<file path="src/rtl/core/itr_pkg.sv">
// Shared constants, types and helpers for the integer to radix text converter.
`default_nettype none
package itr_pkg;

	localparam int VALUE_BITS  = 64;
	localparam int MAX_DIGITS  = 64;
	localparam int DIGIT_LIMIT = 64;
	localparam int ADDR_W      = $clog2(MAX_DIGITS);
	localparam int BITCNT_W    = $clog2(VALUE_BITS);
	localparam int DIGIT_W     = 6;
	localparam int LEN_W       = 7;

	typedef logic [LEN_W-1:0]   len_t;
	typedef logic [DIGIT_W-1:0] digit_t;

	localparam len_t   MAX_LEN     = LEN_W'(MAX_DIGITS);
	localparam len_t   LIMIT_LEN   = LEN_W'(DIGIT_LIMIT);
	localparam digit_t RADIX_MIN   = 6'd2;
	localparam digit_t RADIX_MAX   = 6'd36;
	localparam digit_t RADIX_RESET = 6'd10;
	localparam logic [7:0] CHAR_ZERO   = 8'd48;
	localparam logic [7:0] LOWER_OFFS  = 8'd87;
	localparam logic [7:0] UPPER_OFFS  = 8'd55;
	localparam digit_t     DEC_MAX     = 6'd9;

	typedef enum logic [1:0] {
		REG_RADIX = 2'd0,
		REG_UPPER = 2'd1,
		REG_PAD   = 2'd2
	} reg_index_t;

	function automatic logic [7:0] digit_char(input digit_t d, input logic upper);
		logic [7:0] offs;
		begin
			offs = upper ? UPPER_OFFS : LOWER_OFFS;
			if (d > DEC_MAX) begin
				digit_char = {2'b00, d} + offs;
			end else begin
				digit_char = {2'b00, d} + CHAR_ZERO;
			end
		end
	endfunction

endpackage
`default_nettype wire

</file>
<file path="src/rtl/core/integer_to_radix_text.sv">
// Top level: unsigned integer to ASCII text in a configurable base.
//
// Usage: the input channel (in_valid / in_stall) takes one number per
// transfer; in_stall stays high from that transfer until the last character
// of the conversion has been taken. The output channel (out_valid /
// out_stall) gives one character per transfer, most significant first, with
// last set on the final one. A base outside 2..36 gives a single result with
// character 0, last 1 and bad_radix 1, offered the cycle after the transfer.
// Configuration writes (cfg_valid / cfg_ready) are taken every cycle out of
// reset; write them only while no conversion is in flight. Unknown indexes
// are dropped.
// Operation: each digit is produced by one bit-serial restoring divider, one
// quotient bit per cycle. Each output character then passes through a memory
// read, a load and a transfer; the transfer waits while the receiver stalls.
// Reset: arst_n clears the sequencer, the output valid and sets radix 10,
// lower case, minimal width; in_stall is high and cfg_ready low meanwhile.
// A stalled result holds until taken.
`default_nettype none
module integer_to_radix_text
	import itr_pkg::*;
(
	input  wire logic        clk,
	input  wire logic        arst_n,
	input  wire logic        in_valid,
	output      logic        in_stall,
	input  wire logic [63:0] number,
	output      logic        out_valid,
	input  wire logic        out_stall,
	output      logic [7:0]  character,
	output      logic        last,
	output      logic        bad_radix,
	input  wire logic        cfg_valid,
	output      logic        cfg_ready,
	input  wire logic [1:0]  cfg_index,
	input  wire logic [6:0]  cfg_data
);

	typedef enum logic [6:0] {
		S_IDLE = 7'b0000001,
		S_DIV  = 7'b0000010,
		S_NEXT = 7'b0000100,
		S_LEN  = 7'b0001000,
		S_READ = 7'b0010000,
		S_LOAD = 7'b0100000,
		S_SEND = 7'b1000000
	} state_t;

	state_t                 state_q;
	digit_t                 radix_q;
	logic                   upper_q;
	len_t                   pad_q;
	logic [VALUE_BITS-1:0]  value_q;
	digit_t                 rem_q;
	logic [BITCNT_W-1:0]    bitcnt_q;
	len_t                   ndig_q;
	len_t                   len_q;
	len_t                   k_q;
	logic                   fill_q;
	logic                   out_valid_q;
	logic [7:0]             char_q;
	logic                   last_q;
	logic                   bad_q;

	logic                   in_xfer;
	logic                   radix_bad;
	logic [DIGIT_W:0]       trial;
	logic                   qbit;
	digit_t                 rem_next;
	len_t                   pos;
	len_t                   len_min;
	logic                   ram_we;
	logic                   ram_re;
	digit_t                 ram_rdata;

	// Configuration port never pushes back once out of reset.
	assign cfg_ready = arst_n;

	assign in_stall  = !arst_n || (state_q != S_IDLE);
	assign in_xfer   = in_valid && !in_stall;
	assign radix_bad = (radix_q < RADIX_MIN) || (radix_q > RADIX_MAX);

	// One restoring division step: bring in the next dividend bit, subtract
	// the base when it fits.
	assign trial    = {rem_q, value_q[VALUE_BITS-1]};
	assign qbit     = (trial >= {1'b0, radix_q});
	assign rem_next = qbit ? DIGIT_W'(trial - {1'b0, radix_q}) : trial[DIGIT_W-1:0];

	// Digit position in the stored string for the character now being read.
	assign pos     = len_q - len_t'(1) - k_q;
	assign len_min = (pad_q == '0) ? ndig_q : pad_q;

	// The last division step writes the remainder as the next digit; only
	// the lowest MAX_DIGITS digits are ever shown, so keep just those.
	assign ram_we = (state_q == S_DIV) && (bitcnt_q == '0) && (ndig_q < MAX_LEN);
	assign ram_re = (state_q == S_READ);

	itr_ram #(
		.WIDTH(DIGIT_W),
		.DEPTH(MAX_DIGITS)
	) u_digits (
		.clk   (clk),
		.we    (ram_we),
		.waddr (ndig_q[ADDR_W-1:0]),
		.wdata (rem_next),
		.re    (ram_re),
		.raddr (pos[ADDR_W-1:0]),
		.rdata (ram_rdata)
	);

	// Configuration registers.
	always_ff @(posedge clk or negedge arst_n) begin
		if (!arst_n) begin
			radix_q <= RADIX_RESET;
			upper_q <= 1'b0;
			pad_q   <= '0;
		end else if (cfg_valid && cfg_ready) begin
			case (cfg_index)
				REG_RADIX: radix_q <= cfg_data[DIGIT_W-1:0];
				REG_UPPER: upper_q <= cfg_data[0];
				REG_PAD:   pad_q   <= cfg_data;
				default: ;
			endcase
		end
	end

	// Sequencer and control counters.
	always_ff @(posedge clk or negedge arst_n) begin
		if (!arst_n) begin
			state_q     <= S_IDLE;
			out_valid_q <= 1'b0;
			bitcnt_q    <= '0;
			ndig_q      <= '0;
			len_q       <= '0;
			k_q         <= '0;
		end else begin
			unique case (state_q)
				S_IDLE: begin
					if (in_xfer) begin
						bitcnt_q <= BITCNT_W'(VALUE_BITS - 1);
						ndig_q   <= '0;
						if (radix_bad) begin
							// Error result goes straight to the output register.
							out_valid_q <= 1'b1;
							state_q     <= S_SEND;
						end else begin
							state_q <= S_DIV;
						end
					end
				end
				S_DIV: begin
					bitcnt_q <= bitcnt_q - BITCNT_W'(1);
					if (bitcnt_q == '0) begin
						ndig_q  <= ndig_q + len_t'(1);
						state_q <= S_NEXT;
					end
				end
				S_NEXT: begin
					// Keep dividing while the quotient is nonzero and under DIGIT_LIMIT digits are made.
					if ((value_q != '0) && (ndig_q < LIMIT_LEN)) begin
						bitcnt_q <= BITCNT_W'(VALUE_BITS - 1);
						state_q  <= S_DIV;
					end else begin
						state_q <= S_LEN;
					end
				end
				S_LEN: begin
					len_q   <= (len_min > MAX_LEN) ? MAX_LEN : len_min;
					k_q     <= '0;
					state_q <= S_READ;
				end
				S_READ: begin
					state_q <= S_LOAD;
				end
				S_LOAD: begin
					out_valid_q <= 1'b1;
					state_q     <= S_SEND;
				end
				S_SEND: begin
					if (!out_stall) begin
						out_valid_q <= 1'b0;
						if (last_q) begin
							state_q <= S_IDLE;
						end else begin
							k_q     <= k_q + len_t'(1);
							state_q <= S_READ;
						end
					end
				end
				default: begin
					state_q <= S_IDLE;
				end
			endcase
		end
	end

	// Datapath registers: dividend/quotient, remainder, fill flag and output payload.
	always_ff @(posedge clk) begin
		if (in_xfer) begin
			value_q <= number[VALUE_BITS-1:0];
			rem_q   <= '0;
			char_q  <= '0;
			last_q  <= 1'b1;
			bad_q   <= radix_bad;
		end
		if (state_q == S_DIV) begin
			value_q <= {value_q[VALUE_BITS-2:0], qbit};
			rem_q   <= (bitcnt_q == '0) ? '0 : rem_next;
		end
		if (state_q == S_READ) begin
			fill_q <= !(pos < ndig_q);
		end
		if (state_q == S_LOAD) begin
			char_q <= fill_q ? CHAR_ZERO : digit_char(ram_rdata, upper_q);
			last_q <= (k_q == (len_q - len_t'(1)));
			bad_q  <= 1'b0;
		end
	end

	assign out_valid = out_valid_q;
	assign character = char_q;
	assign last      = last_q;
	assign bad_radix = bad_q;

endmodule
`default_nettype wire

</file>
<file path="src/rtl/core/itr_ram.sv">
// Generic single-write, single-read RAM with registered read data.
`default_nettype none
module itr_ram #(
	parameter int WIDTH = 8,
	parameter int DEPTH = 64
) (
	input  wire logic                     clk,
	input  wire logic                     we,
	input  wire logic [$clog2(DEPTH)-1:0] waddr,
	input  wire logic [WIDTH-1:0]         wdata,
	input  wire logic                     re,
	input  wire logic [$clog2(DEPTH)-1:0] raddr,
	output      logic [WIDTH-1:0]         rdata
);

	logic [WIDTH-1:0] mem_q [DEPTH];

	always_ff @(posedge clk) begin
		if (we) begin
			mem_q[waddr] <= wdata;
		end
		if (re) begin
			rdata <= mem_q[raddr];
		end
	end

endmodule
`default_nettype wire
</file>
<file path="config.mk">
export PLATFORM = sky130hd
export DESIGN_NAME = integer_to_radix_text
export DESIGN_NICKNAME = d
export VERILOG_FILES = /design/src/rtl/core/itr_pkg.sv /design/src/rtl/core/integer_to_radix_text.sv /design/src/rtl/core/itr_ram.sv
export SDC_FILE = /design/constraint.sdc
export NUM_CORES = 1
export LEC_CHECK = 0
export ABC_AREA = 1
export BUFFER_PORTS_ARGS = -buffer_cell sky130_fd_sc_hd__buf_2
export CAP_MARGIN = 20
export CORE_MARGIN = 1
export CORE_UTILIZATION = 35
export DETAILED_ROUTE_END_ITERATION = 6
export PLACE_DENSITY = 0.62
export SLEW_MARGIN = 10
export SYNTH_ARGS = -nofsm -noshare
export SYNTH_HDL_FRONTEND = slang
export SYNTH_SLANG_ARGS = --single-unit
</file>
<file path="constraint.sdc">
create_clock -name clk -period 4.45 [get_ports clk]
set_input_delay 0.445 -clock clk [delete_from_list [all_inputs] [get_ports clk]]
set_output_delay 0.445 -clock clk [all_outputs]
set_load 0.01 [all_outputs]
</file>
==> results of run 1 <==
-- cell usage in the layout, fill, tap and decap left out, types with 14 or more instances in the layout --
cell type	instances
sky130_fd_sc_hd__nand2_1	987
sky130_fd_sc_hd__edfxtp_1	470
sky130_fd_sc_hd__nand3_1	282
sky130_fd_sc_hd__inv_1	183
sky130_fd_sc_hd__nor2_1	148
sky130_fd_sc_hd__buf_2	90
sky130_fd_sc_hd__clkbuf_16	53
sky130_fd_sc_hd__o21ai_0	46
sky130_fd_sc_hd__dfrtp_1	46
sky130_fd_sc_hd__ha_1	27
sky130_fd_sc_hd__a21oi_1	24
sky130_fd_sc_hd__inv_2	22
sky130_fd_sc_hd__clkinv_2	17
sky130_fd_sc_hd__buf_4	15
sky130_fd_sc_hd__xor2_1	14
-- per-stage QoR --
stage | worst slack, ns | total power, uW
detailed placement | 0.9701 | 9622
floorplan | 1.294 | 8207
finish | 0.9590 | 13770
global route | 0.7512 | 14270
CTS | 0.9618 | 13890
global placement | 1.009 | 9524
-- area by class of cell --
class                           count  area, um2
Clock buffer                       60       1353
Clock inverter                     35      277.8
Fill cell                        6512      39610
Inverter                          208      784.5
Multi-Input combinational cell   1607       7132
Sequential cell                   520      15360
Tap cell                          864       1081
Timing Repair Buffer              113      730.7
-- state kept, by name, indices dropped and copies added (netlist names) --
name	flops
u_digits.mem_q	384
value_q	64
character	8
k_q	7
len_q	7
ndig_q	7
pad_q	7
state_q	7
bitcnt_q	6
radix_q	6
rem_q	6
u_digits.rdata	6
bad_radix	1
fill_q	1
last	1
out_valid	1
upper_q	1
-- cells by family after synthesis --
kind of cell,count (synthesis),synth area share (%)
flops,520,64.89
fa+ha+maj,30,1.649
buf+inv,308,5.179
xor+xnor,19,0.7347
simple gates,1463,25.39
compound gates,95,2.156
-- worst max-delay path: cells and delay by family, from the launching register on --
kind	cells	cell delay, ns
and+or+nand+nor	6	0.75
adders and majority gates	2	0.82
DFF	1	0.42
xor gates and xnor gates	1	0.52
buffers and inverters	3	0.70
-- final timing paths --
path	startpoint	to	slack (ns)	depth (start not counted)
max in group asynchronous	arst_n	bitcnt_q[0]$_DFFE_PN0P_	3.95	2
hold reg to reg	bitcnt_q[5]$_DFFE_PN0P_	bitcnt_q[5]$_DFFE_PN0P_	0.48	2
min in group clk	out_stall	k_q[0]$_DFFE_PN0P_	0.06	2
hold / removal	arst_n	k_q[4]$_DFFE_PN0P_	0.04	2
setup / recovery	len_q[0]$_DFFE_PN0P_	u_digits.rdata[2]$_DFFE_PP_	0.96	12
setup reg to reg	len_q[0]$_DFFE_PN0P_	u_digits.rdata[2]$_DFFE_PP_	0.96	12
-- power by group through the flow --
stage | registers, uW | logic [uW] | clock network (uW)
floorplan | 7080 | 1120 | 0
global placement | 7070 | 2460 | 0
detailed placement | 7080 | 2540 | 0
CTS | 6980 | 2540 | 4370
global route | 7000 | 2740 | 4520
finish | 6980 | 2510 | 4270
-- routing by layer --
metal / track usage [%] / vias up
li1: - / 8178
met3: 2.836 / 90
met5: 0 / -
met1: 23.52 / 8102
met4: 5.427 / 0
met2: 28.42 / 524
==> run_summary.xml, run 1 <==
<?xml version="1.0" encoding="UTF-8"?>
<metrics>
  <group name="clock_tree">
    <metric name="clock_tree.htree_level_count" unit="">2</metric>
    <metric name="post-cts-setup-buffer-count" unit="">0</metric>
    <metric name="clock-root-buffer" unit="">sky130_fd_sc_hd__clkbuf_16</metric>
    <metric name="cts_hold_repair.buffers" unit="">0</metric>
    <metric name="worst_setup_hold_path_clk_slew" unit="ns">0.06</metric>
    <metric name="clock_path_buffers" unit="">3</metric>
    <metric name="clkSinkCount" unit="">520</metric>
    <metric name="tritoncts_buffer_count" unit="">53</metric>
    <metric name="cts_tree" unit="">yes</metric>
    <metric name="worstSkewPairLatency" unit="ns">0.61</metric>
    <metric name="cts_resized" unit="">0</metric>
  </group>
  <group name="placed_design">
    <metric name="place_area" unit="mm2">0.02506</metric>
    <metric name="place.port_buffers" unit="">90</metric>
    <metric name="numPlacedInstances" unit="">3311</metric>
    <metric name="gp_congestion" unit="">0.8585</metric>
    <metric name="hpwlAfterDp" unit="um">37230</metric>
  </group>
  <group name="grt">
    <metric name="global_route_total_usage_across_every_layer" unit="%">17.35</metric>
    <metric name="antenna_found_initial" unit="">0</metric>
    <metric name="via_count_of_the_first_global_routing_pass" unit="">16760</metric>
    <metric name="grt_start_max_net_pins" unit="">110</metric>
    <metric name="overflow" unit="">0</metric>
    <metric name="first_pass_grt_wire_length" unit="um">93090</metric>
  </group>
  <group name="drt">
    <metric name="route.final.wire_length" unit="um">58830</metric>
    <metric name="wl_met2" unit="um">27670</metric>
    <metric name="num_vias" unit="">16890</metric>
    <metric name="routed_vias_inst" unit="">4.959</metric>
    <metric name="ant_nets" unit="">0</metric>
    <metric name="met1Wirelength" unit="um">25750</metric>
    <metric name="drt_first_iter_violations" unit="">1505</metric>
    <metric name="remaining_drc_errors" unit="">0</metric>
    <metric name="dr_pass1_iterations" unit="">6</metric>
    <metric name="route.detailed.wl_per_inst" unit="um">17.27</metric>
    <metric name="routed-wl-met3" unit="um">3881</metric>
    <metric name="highest_layer" unit="">met4</metric>
  </group>
  <group name="sta">
    <metric name="drv_slew" unit="">0</metric>
    <metric name="worst_clock_skew" unit="ns">0.03408</metric>
    <metric name="number_of_failing_setup_endpoints_in_the_final_timing_report" unit="">0</metric>
    <metric name="rsz0062_at_grt" unit="">no</metric>
    <metric name="post-route-period-util" unit="%">78.45</metric>
    <metric name="slew_headroom" unit="%">33.79</metric>
    <metric name="timing.final.crit_period" unit="ns">3.491</metric>
    <metric name="pin_slew_with_the_least_headroom_to_its_limit" unit="ns">0.9931</metric>
    <metric name="fmax" unit="MHz">286.5</metric>
    <metric name="final.hold.worst_slack" unit="ns">0.03670</metric>
    <metric name="total_negative_slack_for_setup_checks" unit="ns">0</metric>
    <metric name="final-hold-violation-count" unit="">0</metric>
  </group>
  <group name="final_layout">
    <metric name="areaGrowthSynthToFinish" unit="%">12.87</metric>
    <metric name="fin_nets" unit="">2611</metric>
    <metric name="finish.utilization" unit="%">40.28</metric>
    <metric name="diode_count" unit="">0</metric>
    <metric name="drive_above_1_share" unit="%">9.516</metric>
    <metric name="final_design_instance_area_without_fill" unit="mm2">0.02672</metric>
    <metric name="final_cells" unit="">3407</metric>
  </group>
  <group name="setup_path">
    <metric name="worstPathCellList" unit="">inv_1, ha_1, inv_1, fa_4, xor2_4, inv_2, nand2_1, nand3_1, nand3_1, nand2_1, nand2_1, nand2_1</metric>
    <metric name="critical_path.slowest_cell" unit="">sky130_fd_sc_hd__inv_2</metric>
    <metric name="cpMostUsedCell" unit="">sky130_fd_sc_hd__nand2_1</metric>
    <metric name="critPathMaxFanout" unit="">48</metric>
    <metric name="cp_data_required_time" unit="ns">4.82</metric>
    <metric name="end_kind" unit="">flop</metric>
    <metric name="worst-setup-path-type" unit="">flop to flop</metric>
    <metric name="slowest_delay" unit="ns">0.54</metric>
    <metric name="critPathLaunchType" unit="">flop</metric>
    <metric name="worstPathArrival" unit="ns">3.86</metric>
  </group>
  <group name="pwr">
    <metric name="internal_power" unit="uW">9768</metric>
    <metric name="irDropWorstVdd" unit="mV">0.5246</metric>
    <metric name="clock_power_share" unit="%">31.0</metric>
    <metric name="p_sw_share" unit="%">29.06</metric>
    <metric name="total_leakage_power" unit="uW">0.01099</metric>
    <metric name="power.combinational.fraction" unit="%">18.3</metric>
    <metric name="power_density" unit="mW/mm2">515.3</metric>
    <metric name="netSwitchingPower" unit="uW">4001</metric>
    <metric name="power_frac_seq" unit="%">50.7</metric>
  </group>
  <group name="yosys">
    <metric name="synth_top_cell_area_share" unit="%">59.61</metric>
    <metric name="synthesis.instances" unit="">2435</metric>
    <metric name="synth-edff-count" unit="">470</metric>
    <metric name="synth-seq-cells" unit="">520</metric>
    <metric name="synth_largest_area_cell" unit="">sky130_fd_sc_hd__edfxtp_1</metric>
    <metric name="mappedNetlistArea" unit="mm2">0.02368</metric>
    <metric name="syn_avg_cell_area" unit="um2">9.723</metric>
    <metric name="synth.top_cells.by_count" unit="">sky130_fd_sc_hd__nand2_1 (990), sky130_fd_sc_hd__edfxtp_1 (470), sky130_fd_sc_hd__nand3_1 (282)</metric>
    <metric name="synth.most_common_cell" unit="">sky130_fd_sc_hd__nand2_1</metric>
    <metric name="synth_warnings" unit="">0</metric>
    <metric name="dominantRegCellSynth" unit="">sky130_fd_sc_hd__edfxtp_1</metric>
    <metric name="ys_seq_area_share" unit="%">64.89</metric>
    <metric name="syn-num-nets" unit="">2543</metric>
    <metric name="netlist-cell-type-count" unit="">42</metric>
    <metric name="ys_async_sr_fraction" unit="%">9.423</metric>
    <metric name="synth.area.top_cells" unit="">sky130_fd_sc_hd__edfxtp_1 (60%), sky130_fd_sc_hd__nand2_1 (16%), sky130_fd_sc_hd__nand3_1 (6.0%), sky130_fd_sc_hd__dfrtp_1 (4.9%), sky130_fd_sc_hd__inv_1 (3.0%)</metric>
  </group>
  <group name="floorplan">
    <metric name="fp.dieH" unit="um">262.1</metric>
    <metric name="design.portCount" unit="">91</metric>
    <metric name="fp.dieW" unit="um">262.1</metric>
    <metric name="die-area" unit="mm2">0.06869</metric>
    <metric name="floorplan.rows" unit="">94</metric>
    <metric name="initial_core_util" unit="%">35.69</metric>
    <metric name="coreArea" unit="mm2">0.06633</metric>
  </group>
  <group name="flow_run">
    <metric name="drv_cap" unit="">0</metric>
  </group>
  <group name="min_path">
    <metric name="timing.hold.worst.class" unit="">input port to async pin</metric>
  </group>
  <group name="run_status">
    <metric name="outcome" unit="">finished clean</metric>
  </group>
</metrics>
Power figures use the tool's default switching activity.
==> run 2, diff against run 1 <==
PLACE_DENSITY = 0.64   (was 0.62)
clock period = 3.1 ns   (was 4.45 ns; I/O delays follow)
==> run_summary.xml, run 2 (synthesized netlist as in run 1, its figures left out) <==
<?xml version="1.0" encoding="UTF-8"?>
<metrics>
  <group name="grt">
    <metric name="global_route_total_usage_across_every_layer" unit="%">17.33</metric>
    <metric name="overflow" unit="">0</metric>
    <metric name="antenna_found_initial" unit="">0</metric>
    <metric name="first_pass_grt_wire_length" unit="um">92870</metric>
    <metric name="grt_start_max_net_pins" unit="">98</metric>
    <metric name="via_count_of_the_first_global_routing_pass" unit="">16500</metric>
  </group>
  <group name="clock_tree">
    <metric name="clock_path_buffers" unit="">3</metric>
    <metric name="post-cts-setup-buffer-count" unit="">0</metric>
    <metric name="worstSkewPairLatency" unit="ns">0.62</metric>
    <metric name="tritoncts_buffer_count" unit="">55</metric>
    <metric name="clkSinkCount" unit="">520</metric>
    <metric name="clock_tree.htree_level_count" unit="">2</metric>
    <metric name="clock-root-buffer" unit="">sky130_fd_sc_hd__clkbuf_16</metric>
    <metric name="worst_setup_hold_path_clk_slew" unit="ns">0.06</metric>
    <metric name="cts_tree" unit="">yes</metric>
  </group>
  <group name="sta">
    <metric name="pin_slew_with_the_least_headroom_to_its_limit" unit="ns">0.9100</metric>
    <metric name="fmax" unit="MHz">336.6</metric>
    <metric name="final-hold-violation-count" unit="">0</metric>
    <metric name="post-route-period-util" unit="%">95.84</metric>
    <metric name="drv_slew" unit="">0</metric>
    <metric name="worst_clock_skew" unit="ns">0.03885</metric>
    <metric name="slew_headroom" unit="%">39.34</metric>
    <metric name="final.hold.worst_slack" unit="ns">0.03869</metric>
    <metric name="rsz0062_at_grt" unit="">yes</metric>
    <metric name="final.setup.worst_slack" unit="ns">0.1289</metric>
    <metric name="number_of_failing_setup_endpoints_in_the_final_timing_report" unit="">0</metric>
    <metric name="timing.final.crit_period" unit="ns">2.971</metric>
  </group>
  <group name="pwr">
    <metric name="power_frac_seq" unit="%">49.0</metric>
    <metric name="p_sw_share" unit="%">28.39</metric>
    <metric name="internal_power" unit="uW">14610</metric>
    <metric name="design_power_total" unit="uW">20400</metric>
    <metric name="power.combinational.fraction" unit="%">17.8</metric>
    <metric name="netSwitchingPower" unit="uW">5792</metric>
    <metric name="total_leakage_power" unit="uW">0.01157</metric>
    <metric name="power_density" unit="mW/mm2">728.3</metric>
    <metric name="clock_power_share" unit="%">33.2</metric>
    <metric name="irDropWorstVdd" unit="mV">1.387</metric>
  </group>
  <group name="setup_path">
    <metric name="r2r_cells" unit="">8</metric>
    <metric name="worst-setup-path-type" unit="">flop to flop</metric>
    <metric name="crit_path_start" unit="">bitcnt_q[0]$_DFFE_PN0P_</metric>
    <metric name="worstPathArrival" unit="ns">3.22</metric>
    <metric name="critPathLaunchType" unit="">flop</metric>
    <metric name="cp_data_required_time" unit="ns">3.35</metric>
    <metric name="slowest_delay" unit="ns">0.65</metric>
    <metric name="critical_path.slowest_cell" unit="">sky130_fd_sc_hd__nor2_1</metric>
    <metric name="end_kind" unit="">flop</metric>
    <metric name="worstPathCellList" unit="">inv_1, ha_1, nand4_1, inv_2, nand2_1, nor2_4, nand4_2, nor2_1</metric>
    <metric name="critical_path.reg2reg.startpoint" unit="">bitcnt_q[0]$_DFFE_PN0P_</metric>
    <metric name="critPathMaxFanout" unit="">9</metric>
  </group>
  <group name="drt">
    <metric name="drt_first_iter_violations" unit="">1468</metric>
    <metric name="route.detailed.wl_per_inst" unit="um">16.90</metric>
    <metric name="routed_vias_inst" unit="">4.858</metric>
    <metric name="num_vias" unit="">17090</metric>
    <metric name="remaining_drc_errors" unit="">0</metric>
    <metric name="dr_pass1_iterations" unit="">5</metric>
    <metric name="ant_nets" unit="">0</metric>
    <metric name="route.final.wire_length" unit="um">59470</metric>
  </group>
  <group name="floorplan">
    <metric name="fp.dieW" unit="um">262.1</metric>
    <metric name="floorplan.rows" unit="">94</metric>
    <metric name="design.portCount" unit="">91</metric>
    <metric name="fp.dieH" unit="um">262.1</metric>
    <metric name="coreArea" unit="mm2">0.06633</metric>
    <metric name="die-area" unit="mm2">0.06869</metric>
    <metric name="initial_core_util" unit="%">35.69</metric>
  </group>
  <group name="placed_design">
    <metric name="hpwlAfterDp" unit="um">36150</metric>
    <metric name="preCtsSetupSlack" unit="ns">0.08920</metric>
    <metric name="gp_congestion" unit="">0.8909</metric>
    <metric name="place.port_buffers" unit="">90</metric>
  </group>
  <group name="final_layout">
    <metric name="drive_above_1_share" unit="%">10.63</metric>
    <metric name="finish.utilization" unit="%">42.23</metric>
    <metric name="largest_register_ffs" unit="">384</metric>
    <metric name="seq_area" unit="mm2">0.01536</metric>
    <metric name="leading_cell_type_in_the_layout_fill_and_taps_excluded" unit="">sky130_fd_sc_hd__nand2_1</metric>
    <metric name="fin_nets" unit="">2716</metric>
    <metric name="most_used_cells_in_the_layout_excluding_fill_and_tap_cells" unit="">sky130_fd_sc_hd__nand2_1 (986), sky130_fd_sc_hd__edfxtp_1 (470), sky130_fd_sc_hd__nand3_1 (282)</metric>
    <metric name="areaGrowthSynthToFinish" unit="%">18.32</metric>
    <metric name="diode_count" unit="">0</metric>
    <metric name="fillerInstances" unit="">6322</metric>
    <metric name="multi_input_area" unit="mm2">0.007139</metric>
    <metric name="largest_register_by_flop_count" unit="">u_digits.mem_q</metric>
  </group>
  <group name="flow_run">
    <metric name="drv_cap" unit="">0</metric>
  </group>
  <group name="min_path">
    <metric name="hp-start" unit="">cfg_data[0]</metric>
    <metric name="timing.hold.worst.class" unit="">input port to flop</metric>
    <metric name="worstHoldPathCells" unit="">3</metric>
  </group>
  <group name="run_status">
    <metric name="outcome" unit="">finished clean</metric>
  </group>
</metrics>
==> run 2: cell count changes in the layout (fill, tap and decap cells not counted), sizes merged <==
cell         before  now
dlygate4sd3       0   73
buf             113  142
clkbuf           60   65
bufinv            4    7
clkinv           28   26
clkinvlp          3    5
inv             208  209
==> run 2: path summary, 6_finish.rpt <==
check	endpoint	slack (ns)
worst max-delay path	u_digits.mem_q[20][4]$_DFFE_PP_	0.13
worst min-delay path	upper_q$_DFFE_PN0P_	0.04
worst max register to register	u_digits.mem_q[20][4]$_DFFE_PP_	0.13
worst min register to register	bitcnt_q[5]$_DFFE_PN0P_	0.48
max in group asynchronous	bitcnt_q[1]$_DFFE_PN0P_	2.28
min in group asynchronous	out_valid$_DFFE_PN0P_	0.36
==> run 2: cell type report <==
cell class / count / share of cell area [%]
multi-input cells: 1607 / 25.49
repair buffers: 216 / 6.383
flip-flops and latches: 520 / 54.84
inverters: 208 / 2.805
well taps: 864 / 3.859
clock buffers: 64 / 5.186
clock inverters: 39 / 1.438
==> run 2: power by group through the flow <==
stage / clock network [uW] / logic [uW] / registers, uW
6_report: 6780 / 3630 / 10000
5_1_grt: 7120 / 3980 / 10000
4_1_cts: 6890 / 3690 / 9990
3_5_place_dp: 0 / 3610 / 10100
3_3_place_gp: 0 / 3540 / 10100
2_1_floorplan: 0 / 1610 / 10200
==> run 2: per-layer routing <==
metal / GRT usage, % / part of all wire (%) / vias up
met5: 0 / 0 / -
met4: 5.700 / 3.4 / 0
met3: 2.508 / 5.6 / 112
met2: 28.63 / 47 / 544
met1: 23.41 / 44 / 8045
li1: - / - / 8390
==> run 2: stage by stage <==
stage | std cells | instance area, um2 | TNS, ns
2_1_floorplan | 2435 | 23680 | 0
3_3_place_gp | 3341 | 25390 | 0
3_5_place_dp | 3341 | 25390 | 0
4_1_cts | 3517 | 27970 | 0
5_1_grt | 3518 | 28010 | -0.7974
6_report | 3518 | 28010 | 0
==> run 2: worst max-delay path: cells and delay by family (launching register included) <==
kind	cells	cell delay (ns)
AND/OR/NAND/NOR	5	1.73
adder cells (fa/ha/maj)	1	0.26
buffers and inverters	2	0.22
flip-flops	1	0.37
==> run 2: repair_timing <==
item / in CTS / in global routing
endpoints found under the setup margin: 0 / 29
endpoints found under the hold margin: 123 / 0
hold buffers: 73 / 0
resized for setup: 0 / 5
==> run 3, diff against run 2 <==
CORE_MARGIN = 1.5   (was 1)
PLACE_DENSITY = 0.62   (was 0.64)
SETUP_SLACK_MARGIN = 0.05   (was default)
clock period = 3.62 ns   (was 3.1 ns; I/O delays follow)
==> run_summary.xml, run 3 (synthesized netlist as in run 1, its figures left out) <==
<?xml version="1.0" encoding="UTF-8"?>
<metrics>
  <group name="final_layout">
    <metric name="fin_nets" unit="">2639</metric>
    <metric name="areaGrowthSynthToFinish" unit="%">14.34</metric>
    <metric name="finish.utilization" unit="%">40.38</metric>
    <metric name="largest_register_ffs" unit="">384</metric>
    <metric name="most_used_cells_in_the_layout_excluding_fill_and_tap_cells" unit="">sky130_fd_sc_hd__nand2_1 (987), sky130_fd_sc_hd__edfxtp_1 (470), sky130_fd_sc_hd__nand3_1 (282)</metric>
    <metric name="drive_above_1_share" unit="%">9.377</metric>
    <metric name="leading_cell_type_in_the_layout_fill_and_taps_excluded" unit="">sky130_fd_sc_hd__nand2_1</metric>
    <metric name="largest_register_by_flop_count" unit="">u_digits.mem_q</metric>
    <metric name="diode_count" unit="">0</metric>
  </group>
  <group name="setup_path">
    <metric name="slowest_delay" unit="ns">0.44</metric>
    <metric name="critPathLaunchType" unit="">flop</metric>
    <metric name="regToRegEndpoint" unit="">fill_q$_DFFE_PP_</metric>
    <metric name="regToRegSetupSlack" unit="ns">0.30</metric>
    <metric name="critical_path.slowest_cell" unit="">sky130_fd_sc_hd__xnor2_2</metric>
    <metric name="crit_path_buffers_inverters" unit="">3</metric>
    <metric name="worstPathCellList" unit="">inv_1, ha_1, xor2_1, ha_1, a21oi_1, o211ai_1, xnor2_2, inv_1, ha_1, nand2_1, inv_1, nand4_1, o211ai_1</metric>
    <metric name="cp_data_required_time" unit="ns">3.97</metric>
    <metric name="worstPathArrival" unit="ns">3.67</metric>
    <metric name="critical_path_depth_in_cells" unit="">13</metric>
    <metric name="end_kind" unit="">flop</metric>
    <metric name="worst-setup-path-type" unit="">flop to flop</metric>
    <metric name="critPathMaxFanout" unit="">7</metric>
    <metric name="critical_path.reg2reg.startpoint" unit="">len_q[0]$_DFFE_PN0P_</metric>
    <metric name="critPathTopFamily" unit="">adder cells</metric>
    <metric name="crit_path_start" unit="">len_q[0]$_DFFE_PN0P_</metric>
    <metric name="r2r_cells" unit="">13</metric>
  </group>
  <group name="grt">
    <metric name="antenna_found_initial" unit="">0</metric>
    <metric name="grt_start_max_net_pins" unit="">194</metric>
    <metric name="via_count_of_the_first_global_routing_pass" unit="">16900</metric>
    <metric name="overflow" unit="">0</metric>
    <metric name="first_pass_grt_wire_length" unit="um">93010</metric>
    <metric name="global_route_total_usage_across_every_layer" unit="%">16.95</metric>
  </group>
  <group name="pwr">
    <metric name="total_leakage_power" unit="uW">0.01113</metric>
    <metric name="irDropWorstVdd" unit="mV">0.5152</metric>
    <metric name="power_density" unit="mW/mm2">633.3</metric>
    <metric name="design_power_total" unit="uW">17140</metric>
  </group>
  <group name="drt">
    <metric name="num_vias" unit="">17190</metric>
    <metric name="ant_nets" unit="">0</metric>
    <metric name="remaining_drc_errors" unit="">0</metric>
    <metric name="dr_pass1_iterations" unit="">5</metric>
    <metric name="drt_first_iter_violations" unit="">1708</metric>
    <metric name="route.final.wire_length" unit="um">59050</metric>
    <metric name="routed_vias_inst" unit="">4.993</metric>
    <metric name="route.detailed.wl_per_inst" unit="um">17.15</metric>
  </group>
  <group name="sta">
    <metric name="slew_headroom" unit="%">35.19</metric>
    <metric name="pin_slew_with_the_least_headroom_to_its_limit" unit="ns">0.9694</metric>
    <metric name="drv_slew" unit="">0</metric>
    <metric name="post-route-period-util" unit="%">91.68</metric>
    <metric name="timing.final.crit_period" unit="ns">3.319</metric>
    <metric name="final.setup.worst_slack" unit="ns">0.3010</metric>
    <metric name="number_of_failing_setup_endpoints_in_the_final_timing_report" unit="">0</metric>
    <metric name="final-hold-violation-count" unit="">0</metric>
    <metric name="rsz0062_at_grt" unit="">no</metric>
    <metric name="final.hold.worst_slack" unit="ns">0.03351</metric>
    <metric name="total_negative_slack_for_setup_checks" unit="ns">0</metric>
    <metric name="fmax" unit="MHz">301.3</metric>
    <metric name="worst_clock_skew" unit="ns">0.04330</metric>
  </group>
  <group name="placed_design">
    <metric name="preCtsSetupSlack" unit="ns">0.3216</metric>
    <metric name="gp_congestion" unit="">0.8809</metric>
    <metric name="place.port_buffers" unit="">90</metric>
    <metric name="hpwlAfterDp" unit="um">38240</metric>
  </group>
  <group name="flow_run">
    <metric name="drv_cap" unit="">0</metric>
  </group>
  <group name="clock_tree">
    <metric name="worstSkewPairLatency" unit="ns">0.61</metric>
    <metric name="cts_tree" unit="">yes</metric>
    <metric name="clock-root-buffer" unit="">sky130_fd_sc_hd__clkbuf_16</metric>
    <metric name="cts_resized" unit="">0</metric>
    <metric name="post-cts-setup-buffer-count" unit="">0</metric>
    <metric name="tritoncts_buffer_count" unit="">53</metric>
    <metric name="clock_tree.htree_level_count" unit="">2</metric>
    <metric name="worst_setup_hold_path_clk_slew" unit="ns">0.06</metric>
    <metric name="clkSinkCount" unit="">520</metric>
    <metric name="clock_path_buffers" unit="">3</metric>
  </group>
  <group name="run_status">
    <metric name="outcome" unit="">finished clean</metric>
  </group>
  <group name="floorplan">
    <metric name="initial_core_util" unit="%">35.32</metric>
    <metric name="die-area" unit="mm2">0.06921</metric>
    <metric name="fp.dieH" unit="um">263.1</metric>
    <metric name="floorplan.rows" unit="">95</metric>
    <metric name="coreArea" unit="mm2">0.06704</metric>
    <metric name="fp.dieW" unit="um">263.1</metric>
    <metric name="design.portCount" unit="">91</metric>
  </group>
  <group name="min_path">
    <metric name="worstHoldPathCells" unit="">3</metric>
    <metric name="hp-start" unit="">cfg_data[1]</metric>
    <metric name="timing.hold.worst.class" unit="">input port to flop</metric>
    <metric name="worstHoldEndpoint" unit="">radix_q[1]$_DFFE_PN1P_</metric>
  </group>
</metrics>
run 3: where the power goes:
part	switching (uW)	total, uW	internal (uW)
logic	2570	3440	870
clock network	2250	5150	2900
registers	133	8550	8420
total	4950	17100	12200
run 3: area by class of cell:
class                   instances  area (um2)
repair buffers                141        1089
clock buffers                  73        1474
flip-flops and latches        520       15360
multi-input cells            1607        7132
fillers                      6577       39970
inverters                     208       783.3
well taps                     873        1092
clock inverters                21       136.4
run 3: layer usage:
metal / up-vias / GRT usage (%) / routed length (um)
met2: 610 / 27.48 / 27520
met3: 82 / 2.900 / 4219
met1: 8280 / 23.23 / 25920
li1: 8218 / - / -
met4: 0 / 5.171 / 1387
met5: - / 0 / 0
run 3: repair_timing:
action | CTS | global route
hold endpoints to repair | 67 | 0
hold buffers | 22 | 0
endpoints found under the setup margin | 0 | 0
run 3: worst reg2reg max path: cells and delay by family, from the launching register on:
family | cells | cell delay (ns)
DFF | 1 | 0.41
and+or+nand+nor | 2 | 0.16
adders and majority gates | 3 | 0.94
AOI/OAI and AO/OA | 3 | 0.52
buffers and inverters | 3 | 0.42
xor gates and xnor gates | 2 | 0.60
run 3: worst max path at each step:
stage	endpoint	slack (ns)
floorplan	rem_q[0]$_SDFFCE_PP0P_	0.46
global placement	fill_q$_DFFE_PP_	0.41
detailed placement	fill_q$_DFFE_PP_	0.32
CTS	fill_q$_DFFE_PP_	0.31
global route	fill_q$_DFFE_PP_	0.13
finish	fill_q$_DFFE_PP_	0.30
run 3: stage by stage:
step | instances | instance area, um2
3_3_place_gp | 3327 | 25240
6_report | 3443 | 27070
3_5_place_dp | 3327 | 25240
4_1_cts | 3443 | 27070
5_1_grt | 3443 | 27070
2_1_floorplan | 2435 | 23680
